### src/rtl/tmf_pkg.sv
package tmf_pkg;

	localparam int unsigned MAX_BATCH_DEF = 32;
	localparam int unsigned SAMPLE_W      = 16;
	localparam int unsigned BLEN_W        = 6;
	localparam int unsigned TRIM_W        = 4;
	localparam int unsigned CFG_IDX_W     = 1;
	localparam int unsigned CFG_DATA_W    = 6;
	localparam int unsigned BLEN_RESET    = 8;
	localparam int unsigned TRIM_RESET    = 2;

	// register indexes
	localparam logic [CFG_IDX_W-1:0] REG_BATCH_LENGTH = 1'b0;
	localparam logic [CFG_IDX_W-1:0] REG_TRIM_COUNT   = 1'b1;

	// batch job handed from front to back
	typedef struct packed {
		logic [BLEN_W-1:0] len;
		logic [TRIM_W-1:0] trim;
		logic              err;
	} job_t;

	typedef enum logic [2:0] {
		BK_IDLE,
		BK_LOAD,
		BK_SORT,
		BK_SUM,
		BK_DIV,
		BK_OUT
	} bk_state_t;

endpackage

### src/rtl/trimmed_mean_filter_core.sv
// Channel | Direction | Handshake            | Payload
// in      | input     | in_valid / in_stall  | sample[15:0]
// out     | output    | out_valid / out_stall| average[15:0], config_error
// cfg     | input     | cfg_valid / cfg_ready| cfg_index, cfg_data[5:0]
// A sample is taken each cycle unless both sample banks hold batches not yet loaded.
// The back end uses a one compare-exchange per cycle sorter and a bit-serial divider.
// Sample memory is ping-ponged per batch so the front keeps filling during the sort.
// arst_n clears fill count, queue, state and registers (length 8, trim 2).
// cfg_ready is always high; writes are expected only while the block is idle.
module trimmed_mean_filter_core #(
	parameter int unsigned MAX_BATCH = tmf_pkg::MAX_BATCH_DEF
) (
	input  logic                           clk,
	input  logic                           arst_n,
	input  logic                           in_valid,
	output logic                           in_stall,
	input  logic [tmf_pkg::SAMPLE_W-1:0]   sample,
	output logic                           out_valid,
	input  logic                           out_stall,
	output logic [tmf_pkg::SAMPLE_W-1:0]   average,
	output logic                           config_error,
	input  logic                           cfg_valid,
	output logic                           cfg_ready,
	input  logic [tmf_pkg::CFG_IDX_W-1:0]  cfg_index,
	input  logic [tmf_pkg::CFG_DATA_W-1:0] cfg_data
);

	localparam int unsigned AW = $clog2(MAX_BATCH);

	logic [tmf_pkg::BLEN_W-1:0] blen_q;
	logic [tmf_pkg::TRIM_W-1:0] trim_q;
	logic                       len_we;

	assign cfg_ready = 1'b1;
	assign len_we    = cfg_valid && cfg_index == tmf_pkg::REG_BATCH_LENGTH;

	// configuration registers
	always_ff @(posedge clk or negedge arst_n) begin
		if (!arst_n) begin
			blen_q <= tmf_pkg::BLEN_W'(tmf_pkg::BLEN_RESET);
			trim_q <= tmf_pkg::TRIM_W'(tmf_pkg::TRIM_RESET);
		end else if (cfg_valid) begin
			case (cfg_index)
				tmf_pkg::REG_BATCH_LENGTH: blen_q <= cfg_data;
				tmf_pkg::REG_TRIM_COUNT:   trim_q <= cfg_data[tmf_pkg::TRIM_W-1:0];
				default: ;
			endcase
		end
	end

	logic                         wr_en;
	logic [AW-1:0]                wr_addr;
	logic [tmf_pkg::SAMPLE_W-1:0] wr_data;
	logic                         job_push, job_pop;
	tmf_pkg::job_t                job_in;
	tmf_pkg::job_t                job_q [2];
	logic                         wp_q, rp_q, fbank_q, rbank_q;
	logic [1:0]                   cnt_q;
	logic [1:0]                   bank_cnt_q;
	logic                         bank_done;
	logic                         job_full, job_valid;
	logic [AW-1:0]                rd_addr;
	logic [tmf_pkg::SAMPLE_W-1:0] rd_data;

	tmf_front #(.MAX_BATCH(MAX_BATCH)) u_front (
		.clk, .arst_n, .in_valid, .in_sample(sample), .in_stall,
		.cfg_len_we(len_we), .cfg_len(blen_q), .trim(trim_q),
		.wr_en, .wr_addr, .wr_data, .job_push, .job(job_in), .job_full
	);

	// bank select: the front writes bank fbank, the back loads bank rbank
	tmf_ram #(.WIDTH(tmf_pkg::SAMPLE_W), .DEPTH(2 * (1 << AW))) u_ram (
		.clk, .we(wr_en), .waddr({fbank_q, wr_addr}), .wdata(wr_data),
		.raddr({rbank_q, rd_addr}), .rdata(rd_data)
	);

	// a bank is held from its job push until the back end has loaded it
	assign job_full  = bank_cnt_q == 2'd2;
	assign job_valid = cnt_q != 2'd0;

	// two-entry job queue, one per sample bank
	always_ff @(posedge clk or negedge arst_n) begin
		if (!arst_n) begin
			wp_q <= 1'b0; rp_q <= 1'b0; cnt_q <= '0; fbank_q <= 1'b0;
			rbank_q <= 1'b0; bank_cnt_q <= '0;
		end else begin
			if (job_push) begin
				wp_q    <= !wp_q;
				fbank_q <= !fbank_q;
			end
			if (job_pop) rp_q <= !rp_q;
			if (bank_done) rbank_q <= !rbank_q;
			cnt_q      <= cnt_q + 2'(job_push) - 2'(job_pop);
			bank_cnt_q <= bank_cnt_q + 2'(job_push) - 2'(bank_done);
		end
	end

	always_ff @(posedge clk) begin
		if (job_push) job_q[wp_q] <= job_in;
	end

	tmf_back #(.MAX_BATCH(MAX_BATCH)) u_back (
		.clk, .arst_n, .job_valid, .job(job_q[rp_q]), .job_pop, .bank_done,
		.rd_addr, .rd_data, .out_valid, .out_stall, .average, .config_error
	);

	a_q_bound: assert property (@(posedge clk) disable iff (!arst_n) cnt_q != 2'd3)
		else $error("job queue overflow");
	a_no_push_full: assert property (@(posedge clk) disable iff (!arst_n)
		job_full |-> !job_push)
		else $error("push into full queue");
	a_bank_match: assert property (@(posedge clk) disable iff (!arst_n)
		cnt_q == 2'd0 |-> fbank_q == rp_q)
		else $error("bank pointer mismatch");
	a_bank_bound: assert property (@(posedge clk) disable iff (!arst_n)
		bank_cnt_q != 2'd3)
		else $error("sample bank overflow");

endmodule

### src/rtl/tmf_ram.sv
module tmf_ram #(
	parameter int unsigned WIDTH = 16,
	parameter int unsigned DEPTH = 32
) (
	input  logic                     clk,
	input  logic                     we,
	input  logic [$clog2(DEPTH)-1:0] waddr,
	input  logic [WIDTH-1:0]         wdata,
	input  logic [$clog2(DEPTH)-1:0] raddr,
	output logic [WIDTH-1:0]         rdata
);

	logic [WIDTH-1:0] mem_q [DEPTH];

	// one write port, one registered read port
	always_ff @(posedge clk) begin
		if (we) begin
			mem_q[waddr] <= wdata;
		end
		rdata <= mem_q[raddr];
	end

endmodule

### src/rtl/tmf_front.sv
module tmf_front #(
	parameter int unsigned MAX_BATCH = tmf_pkg::MAX_BATCH_DEF,
	localparam int unsigned AW = $clog2(MAX_BATCH),
	localparam int unsigned CW = $clog2(MAX_BATCH + 1)
) (
	input  logic                          clk,
	input  logic                          arst_n,
	input  logic                          in_valid,
	input  logic [tmf_pkg::SAMPLE_W-1:0]  in_sample,
	output logic                          in_stall,
	input  logic                          cfg_len_we,
	input  logic [tmf_pkg::BLEN_W-1:0]    cfg_len,
	input  logic [tmf_pkg::TRIM_W-1:0]    trim,
	// sample write into the bank being filled
	output logic                          wr_en,
	output logic [AW-1:0]                 wr_addr,
	output logic [tmf_pkg::SAMPLE_W-1:0]  wr_data,
	// job push
	output logic                          job_push,
	output tmf_pkg::job_t                 job,
	input  logic                          job_full
);

	logic [CW-1:0]               fill_q;
	logic [tmf_pkg::BLEN_W-1:0]  eff_len;
	logic                        last;
	logic                        acc;
	logic [tmf_pkg::TRIM_W:0]    trim2;

	// clamp batch length to 1..MAX_BATCH
	always_comb begin
		if (cfg_len == '0) begin
			eff_len = tmf_pkg::BLEN_W'(1);
		end else if (32'(cfg_len) > MAX_BATCH) begin
			eff_len = tmf_pkg::BLEN_W'(MAX_BATCH);
		end else begin
			eff_len = cfg_len;
		end
	end

	assign last     = (32'(fill_q) + 1) >= 32'(eff_len);
	// every sample waits while both sample banks are still held by batches
	assign in_stall = job_full;
	assign acc      = in_valid && !in_stall;
	assign trim2    = {trim, 1'b0};

	assign wr_en   = acc && (32'(fill_q) < MAX_BATCH);
	assign wr_addr = fill_q[AW-1:0];
	assign wr_data = in_sample;

	assign job_push = acc && last;
	assign job.len  = eff_len;
	assign job.trim = trim;
	assign job.err  = 32'(trim2) >= 32'(eff_len);

	// fill counter
	always_ff @(posedge clk or negedge arst_n) begin
		if (!arst_n) begin
			fill_q <= '0;
		end else if (cfg_len_we) begin
			fill_q <= '0;
		end else if (acc) begin
			fill_q <= last ? '0 : fill_q + 1'b1;
		end
	end

endmodule

### src/rtl/tmf_back.sv
module tmf_back #(
	parameter int unsigned MAX_BATCH = tmf_pkg::MAX_BATCH_DEF,
	localparam int unsigned AW = $clog2(MAX_BATCH),
	localparam int unsigned SW = tmf_pkg::SAMPLE_W + AW + 1
) (
	input  logic                          clk,
	input  logic                          arst_n,
	input  logic                          job_valid,
	input  tmf_pkg::job_t                 job,
	output logic                          job_pop,
	output logic                          bank_done,
	output logic [AW-1:0]                 rd_addr,
	input  logic [tmf_pkg::SAMPLE_W-1:0]  rd_data,
	output logic                          out_valid,
	input  logic                          out_stall,
	output logic [tmf_pkg::SAMPLE_W-1:0]  average,
	output logic                          config_error
);

	tmf_pkg::bk_state_t state_q, state_d;

	logic [tmf_pkg::SAMPLE_W-1:0] buf_q [MAX_BATCH];
	logic [AW:0]                  idx_q;
	logic [AW:0]                  pass_q;
	logic                         odd_q;
	logic                         swapped_q;
	logic [SW-1:0]                sum_q;
	logic [SW-1:0]                rem_q;
	logic [tmf_pkg::SAMPLE_W-1:0] quo_q;
	logic [4:0]                   bit_q;
	logic [AW:0]                  cnt_q;
	logic [tmf_pkg::BLEN_W-1:0]   len_q;
	logic [tmf_pkg::TRIM_W-1:0]   trim_q;
	logic                         err_q;
	logic [tmf_pkg::SAMPLE_W-1:0] avg_q;
	logic                         res_err_q;
	logic                         ld_d1_q;
	logic [AW-1:0]                ld_a1_q;

	logic [SW:0] trial;
	assign trial = {rem_q, quo_q[tmf_pkg::SAMPLE_W-1]} - (SW+1)'(cnt_q);

	// next state
	always_comb begin
		state_d = state_q;
		case (state_q)
			tmf_pkg::BK_IDLE: if (job_valid) state_d = job.err ? tmf_pkg::BK_OUT
			                                                : tmf_pkg::BK_LOAD;
			tmf_pkg::BK_LOAD: if (!ld_d1_q && idx_q == (AW+1)'(len_q))
				state_d = tmf_pkg::BK_SORT;
			tmf_pkg::BK_SORT: if (pass_q == (AW+1)'(len_q) + 1'b1) state_d = tmf_pkg::BK_SUM;
			tmf_pkg::BK_SUM:  if (idx_q == (AW+1)'(len_q) - (AW+1)'(trim_q))
				state_d = tmf_pkg::BK_DIV;
			tmf_pkg::BK_DIV:  if (bit_q == 5'd16) state_d = tmf_pkg::BK_OUT;
			tmf_pkg::BK_OUT:  if (!out_stall) state_d = tmf_pkg::BK_IDLE;
			default:          state_d = tmf_pkg::BK_IDLE;
		endcase
	end

	// outputs; the sample bank is free once loaded, or at once for an error job
	always_comb begin
		job_pop      = (state_q == tmf_pkg::BK_IDLE) && job_valid;
		bank_done    = ((state_q == tmf_pkg::BK_IDLE) && job_valid && job.err) ||
		               ((state_q == tmf_pkg::BK_LOAD) && (state_d == tmf_pkg::BK_SORT));
		out_valid    = (state_q == tmf_pkg::BK_OUT);
		average      = avg_q;
		config_error = res_err_q;
		rd_addr      = idx_q[AW-1:0];
	end

	always_ff @(posedge clk or negedge arst_n) begin
		if (!arst_n) begin
			state_q <= tmf_pkg::BK_IDLE;
			ld_d1_q <= 1'b0;
		end else begin
			state_q <= state_d;
			ld_d1_q <= (state_q == tmf_pkg::BK_LOAD) && (idx_q < (AW+1)'(len_q));
		end
	end

	// datapath: load, odd-even transposition sort, sum, restoring divide
	always_ff @(posedge clk) begin
		ld_a1_q <= idx_q[AW-1:0];
		case (state_q)
			tmf_pkg::BK_IDLE: begin
				len_q     <= job.len;
				trim_q    <= job.trim;
				err_q     <= job.err;
				idx_q     <= '0;
				avg_q     <= '0;
				res_err_q <= 1'b1;
			end
			tmf_pkg::BK_LOAD: begin
				if (ld_d1_q) buf_q[ld_a1_q] <= rd_data;
				if (idx_q < (AW+1)'(len_q)) idx_q <= idx_q + 1'b1;
				pass_q <= '0;
				odd_q  <= 1'b0;
			end
			tmf_pkg::BK_SORT: begin
				// one empty phase, then len full phases, one compare-exchange per cycle
				if (pass_q == (AW+1)'(len_q) + 1'b1) begin
					idx_q <= (AW+1)'(trim_q);
				end else if (32'(idx_q) + 1 < 32'(len_q)) begin
					if (buf_q[idx_q[AW-1:0]] > buf_q[idx_q[AW-1:0] + 1'b1]) begin
						buf_q[idx_q[AW-1:0]]        <= buf_q[idx_q[AW-1:0] + 1'b1];
						buf_q[idx_q[AW-1:0] + 1'b1] <= buf_q[idx_q[AW-1:0]];
					end
					idx_q <= idx_q + 2'd2;
				end else begin
					pass_q <= pass_q + 1'b1;
					odd_q  <= !odd_q;
					idx_q  <= (AW+1)'(!odd_q);
				end
				swapped_q <= 1'b0;
				sum_q     <= '0;
			end
			tmf_pkg::BK_SUM: begin
				if (idx_q != (AW+1)'(len_q) - (AW+1)'(trim_q)) begin
					sum_q <= sum_q + SW'(buf_q[idx_q[AW-1:0]]);
					idx_q <= idx_q + 1'b1;
				end
				cnt_q <= (AW+1)'(len_q) - (AW+1)'({trim_q, 1'b0});
				rem_q <= '0;
				bit_q <= '0;
			end
			tmf_pkg::BK_DIV: begin
				if (bit_q == 5'd0 && !swapped_q) begin
					// quotient fits 16 bits; shift the sum through quo
					quo_q     <= sum_q[tmf_pkg::SAMPLE_W-1:0];
					rem_q     <= SW'(sum_q >> tmf_pkg::SAMPLE_W);
					swapped_q <= 1'b1;
				end else if (bit_q != 5'd16) begin
					if (!trial[SW]) begin
						rem_q <= trial[SW-1:0];
						quo_q <= {quo_q[tmf_pkg::SAMPLE_W-2:0], 1'b1};
					end else begin
						rem_q <= {rem_q[SW-2:0], quo_q[tmf_pkg::SAMPLE_W-1]};
						quo_q <= {quo_q[tmf_pkg::SAMPLE_W-2:0], 1'b0};
					end
					bit_q <= bit_q + 1'b1;
				end
				if (bit_q == 5'd16) begin
					avg_q     <= quo_q;
					res_err_q <= err_q;
				end
			end
			default: ;
		endcase
	end

	a_err_zero: assert property (@(posedge clk) disable iff (!arst_n)
		out_valid && config_error |-> average == '0)
		else $error("error result with nonzero average");
	a_out_hold: assert property (@(posedge clk) disable iff (!arst_n)
		out_valid && out_stall |=> out_valid && $stable(average))
		else $error("stalled result changed");
	a_pop_idle: assert property (@(posedge clk) disable iff (!arst_n)
		job_pop |-> state_q == tmf_pkg::BK_IDLE)
		else $error("job taken while busy");

endmodule
### config.mk
export PLATFORM = sky130hd
export DESIGN_NAME = trimmed_mean_filter_core
export DESIGN_NICKNAME = d
export VERILOG_FILES = /design/src/rtl/tmf_pkg.sv /design/src/rtl/trimmed_mean_filter_core.sv /design/src/rtl/tmf_ram.sv /design/src/rtl/tmf_front.sv /design/src/rtl/tmf_back.sv
export SDC_FILE = /design/constraint.sdc
export NUM_CORES = 2
export LEC_CHECK = 0
export BUFFER_PORTS_ARGS = -buffer_cell sky130_fd_sc_hd__buf_2
export CAP_MARGIN = 20
export CORE_MARGIN = 3
export CORE_UTILIZATION = 65
export CTS_BUF_LIST = sky130_fd_sc_hd__clkbuf_4
export CTS_CLUSTER_DIAMETER = 120
export CTS_CLUSTER_SIZE = 24
export DETAILED_ROUTE_END_ITERATION = 8
export GPL_ROUTABILITY_DRIVEN = 0
export PLACE_DENSITY = 0.81
export SETUP_SLACK_MARGIN = 0.4
export SLEW_MARGIN = 20
export SYNTH_ARGS = -nofsm -noshare
export SYNTH_HDL_FRONTEND = slang
export SYNTH_HIERARCHICAL = 1
export SYNTH_SLANG_ARGS = --single-unit
### constraint.sdc
create_clock -name clk -period 14.9 [get_ports clk]
set_input_delay 2.98 -clock clk [delete_from_list [all_inputs] [get_ports clk]]
set_output_delay 2.98 -clock clk [all_outputs]
set_load 0.01 [all_outputs]
==> flow_metrics.py <==
metrics = {
    "run_status": {
        "result_of_the_run": "completed",
    },
    "synth": {
        "synth_area_leaders": "sky130_fd_sc_hd__edfxtp_1, sky130_fd_sc_hd__mux4_2, sky130_fd_sc_hd__mux2i_1",
        "fraction_of_registers_with_async_set_reset_pct": 1.62,
        "seq_area_frac_synth_pct": 63.9,
        "synth.top_cell.area_share_pct": 62.4,
        "postSynthRegisterBits": 1725,
        "ys_dominant_reg_cell": "sky130_fd_sc_hd__edfxtp_1",
        "synth_cells": 4631,
        "synthesis.yosys.warnings": 6,
        "syn_nets": 4746,
        "ys_types": 88,
        "yosys.cell_count.top_type": "sky130_fd_sc_hd__edfxtp_1",
        "synth_common_cells": "sky130_fd_sc_hd__edfxtp_1, sky130_fd_sc_hd__mux2i_1, sky130_fd_sc_hd__mux4_2",
        "synth_top_area_cell": "sky130_fd_sc_hd__edfxtp_1",
        "syn-mean-instance-area_um2": 17.4,
        "synth_edf_count": 1671,
        "syn-cell-area_um2": 80500,
    },
    "power_and_ir_drop": {
        "power_per_cell_area_nw_per_um2": 187,
        "static-leakage-power_nw": 29.3,
        "peakVddDrop_mv": 0.461,
    },
    "min_path": {
        "worstHoldPathType": "reg -> reg",
        "min-delay-start": "trim_q[2]",
    },
    "grt": {
        "antenna_found_initial": 11,
        "maximum_number_of_pins_on_one_net_before_global_route_repair": 120,
        "grt_usage_pct": 33.3,
        "gr-total-overflow": 0,
        "grt_pass1_vias": 44600,
        "global_route_wire_length_before_repair_um": 307000,
    },
    "setup_path": {
        "worst_setup_path_start_kind": "register",
        "critical_path_class": "reg -> reg",
        "worst_r2r_startpoint": "u_back/idx_q[1]",
        "worst_ep_arrival_time_ns": 10.41,
        "timing.critical_path.to_type": "register",
        "critical_path_peak_fanout": 61,
        "critPathLaunch": "u_back/idx_q[1]",
        "cp_data_required_time_ns": 15.63,
    },
    "clocking": {
        "cts_root_buffer": "sky130_fd_sc_hd__clkbuf_4",
        "buffers_inserted_during_post_cts_setup_optimization": 0,
        "cts_num_sinks": 1725,
        "cts.htree.levels": 3,
        "tritoncts": "yes",
        "clock_path_buffers": 3,
        "cts_buffers": 82,
        "clk-insertion-delay-late_ns": 1.12,
        "cts.hold.buffers_added": 0,
        "cts_repair_resize_count": 0,
        "cts.reportedPaths.clkPinSlew_ns": 0.24,
    },
    "finish": {
        "fillers": 7906,
        "final_net_count": 4615,
        "layout-drive-gt1-share_pct": 22.3,
        "area_delta_synth_final_pct": 3.30,
    },
    "timing": {
        "fin_skew_ns": 0.0711,
        "finalMaxSlewViolations": 0,
        "worst_slew_pin_slew_ns": 1.23,
        "maxSlewHeadroom_pct": 18.2,
        "achievable_clock_frequency_mhz": 103,
        "finalHoldViolCount": 0,
        "grt_setup_unrepaired": "false",
        "final.period_utilization_pct": 64.9,
        "postLayoutSetupSlackWorst_ns": 5.22,
        "totalNegativeSetupSlack_ns": 0,
        "setup_viol": 0,
        "fin_hold_ws_ns": 0.550,
        "period_minus_slack_ns": 9.68,
    },
    "route": {
        "routed-wl-met2_um": 99700,
        "met3_wire_len_um": 23900,
        "drt-pass1-iter-count": 6,
        "detail_route.wirelength_um": 211000,
        "avgViaCountPerCell": 7.35,
        "post-route-drc-count": 0,
        "antenna_left": 0,
        "routedLengthMet1_um": 71700,
        "top_signal_layer_used": "met5",
        "drt_iter0_markers": 6628,
        "detailroute.via_count": 45400,
        "routedWlPerCell_um": 34.1,
    },
    "place": {
        "buffer_ports.inserted": 46,
        "hpwl_um": 132000,
        "detailedPlace.worstSlack_ns": 5.52,
    },
    "floorplan": {
        "floorplan.initialDensity_pct": 65.8,
        "pin_count": 48,
        "die-width_um": 358,
        "floorplan.die.height_um": 358,
        "fp-row-count": 128,
        "total_die_area_um2": 128000,
        "core_area_um2": 122000,
    },
    "flow_run": {
        "cap_viol_max_count": 0,
    },
}
-- layer usage --
metal,vias to the layer above,GRT usage (%)
met1,23200,43.1
met4,10,18.6
met5,-,0
met2,3153,52.3
li1,18300,-
met3,729,8.32
-- cell type report --
type	instances	area [um^2]	share of cell area [%]
Antenna cell	12	30.0	0.0361
Clock inverter	7	106	0.128
Inverter	87	327	0.393
Tap cell	1625	2030	2.45
Multi-Input combinational cell	2419	27000	32.5
Timing Repair Buffer	185	1370	1.65
Clock buffer	113	848	1.02
Sequential cell	1725	51400	61.9
-- power by group --
group          internal, mW  leakage, nW  total [mW]  switching [mW]
Sequential             5.82         15.6        6.05           0.231
Clock                 0.383        0.565        1.72            1.34
Combinational          2.86         13.0        7.79            4.93
Total                  9.06         29.3        15.6            6.51
-- worst max-delay path, cell delays in order (launching register included) --
cell,delay [ns]
sky130_fd_sc_hd__edfxtp_1,0.41
sky130_fd_sc_hd__buf_4,0.73
sky130_fd_sc_hd__ha_1,0.93
sky130_fd_sc_hd__nand3_1,0.31
sky130_fd_sc_hd__xnor2_2,0.20
sky130_fd_sc_hd__buf_4,0.48
sky130_fd_sc_hd__inv_2,0.26
sky130_fd_sc_hd__buf_4,0.37
sky130_fd_sc_hd__nor2_1,0.97
sky130_fd_sc_hd__a22oi_1,0.34
sky130_fd_sc_hd__ha_1,0.42
sky130_fd_sc_hd__nand4_1,0.15
sky130_fd_sc_hd__or4_1,0.59
sky130_fd_sc_hd__a21oi_1,0.16
sky130_fd_sc_hd__nor4_1,0.10
sky130_fd_sc_hd__nor4_4,0.23
sky130_fd_sc_hd__buf_4,0.77
sky130_fd_sc_hd__a32oi_1,0.55
sky130_fd_sc_hd__buf_4,0.36
sky130_fd_sc_hd__o21ai_2,0.89
-- placed cells by master, fill, tap and decap left out, drive strengths merged, types with 9 or more instances in the layout --
cell type	n
a21o	16
a31oi	29
nand4	20
diode	12
or3	11
xor2	23
a22o	10
inv	88
buf	185
a22oi	52
nand3	100
clkbuf	113
a32oi	12
a21oi	68
dfrtp	26
nand2	175
mux4	514
xnor2	47
dfxtp	26
nor2	159
nor3	30
a311oi	11
and2	10
a221oi	19
mux2	67
and3	29
a211o	10
edfxtp	1671
o21ai	82
nor2b	46
a221o	9
mux2i	646
nand2b	15
a211oi	19
nor4	16
ha	83
-- sequential cells by signal, indices dropped and copies added (netlist names), 2 cells and up, named ones only --
| name | cells |
|---|---|
| u_ram/mem_q | 1024 |
| u_back/rem_q | 22 |
| u_back/quo_q | 16 |
| u_front/fill_q | 6 |
| u_back/state_q | 3 |
| bank_cnt_q | 2 |
| u_ram/rdata | 16 |
| u_back/bit_q | 5 |
| u_back/pass_q | 6 |
| cnt_q | 2 |
| u_back/idx_q | 6 |
| u_back/ld_a1_q | 5 |
| u_back/sum_q | 22 |
| u_back/buf_q | 512 |
| u_back/len_q | 6 |
| blen_q | 6 |
| u_back/average | 16 |
| u_back/trim_q | 4 |
| u_back/cnt_q | 6 |
| job_q | 22 |
| trim_q | 4 |
-- kinds of logic (layout without fill, tap and decap cells) --
family          after synthesis  in the layout  synth area share, %
flops                      1725           1725                 63.9
mux                        1227           1227                 23.4
simple gates                648            648                 4.15
buf+inv                     487            392                 3.13
compound gates              386            386                 3.28
fa+ha+maj                    87             87                 1.39
xor+xnor                     70             70                0.762
other cells                   1             13              0.00466
-- worst paths after layout --
check                                       to  slack (ns)  cells after the start
max                        u_back/buf_q[26][8]        5.22                     19
min                                job_q[0][3]        0.55                      0
max reg2reg                u_back/buf_q[26][8]        5.22                     19
min reg2reg                        job_q[0][3]        0.55                      0
max in group asynchronous    u_front/fill_q[5]       12.56                      1
min in group asynchronous       u_back/ld_d1_q        1.87                      1
-- metrics by stage --
stage / cells / total power [mW] / instance area [um^2] / util, %
after floorplan: 4631 / 11.1 / 80500 / -
after global placement: 6039 / 13.5 / 82100 / 67.1
after detailed placement: 6040 / 13.7 / 82100 / 67.1
after CTS: 6160 / 15.3 / 83100 / 67.9
after global routing: 6165 / 16.0 / 83100 / 67.9
final: 6173 / 15.6 / 83100 / 67.9
Power figures use the tool's default switching activity.
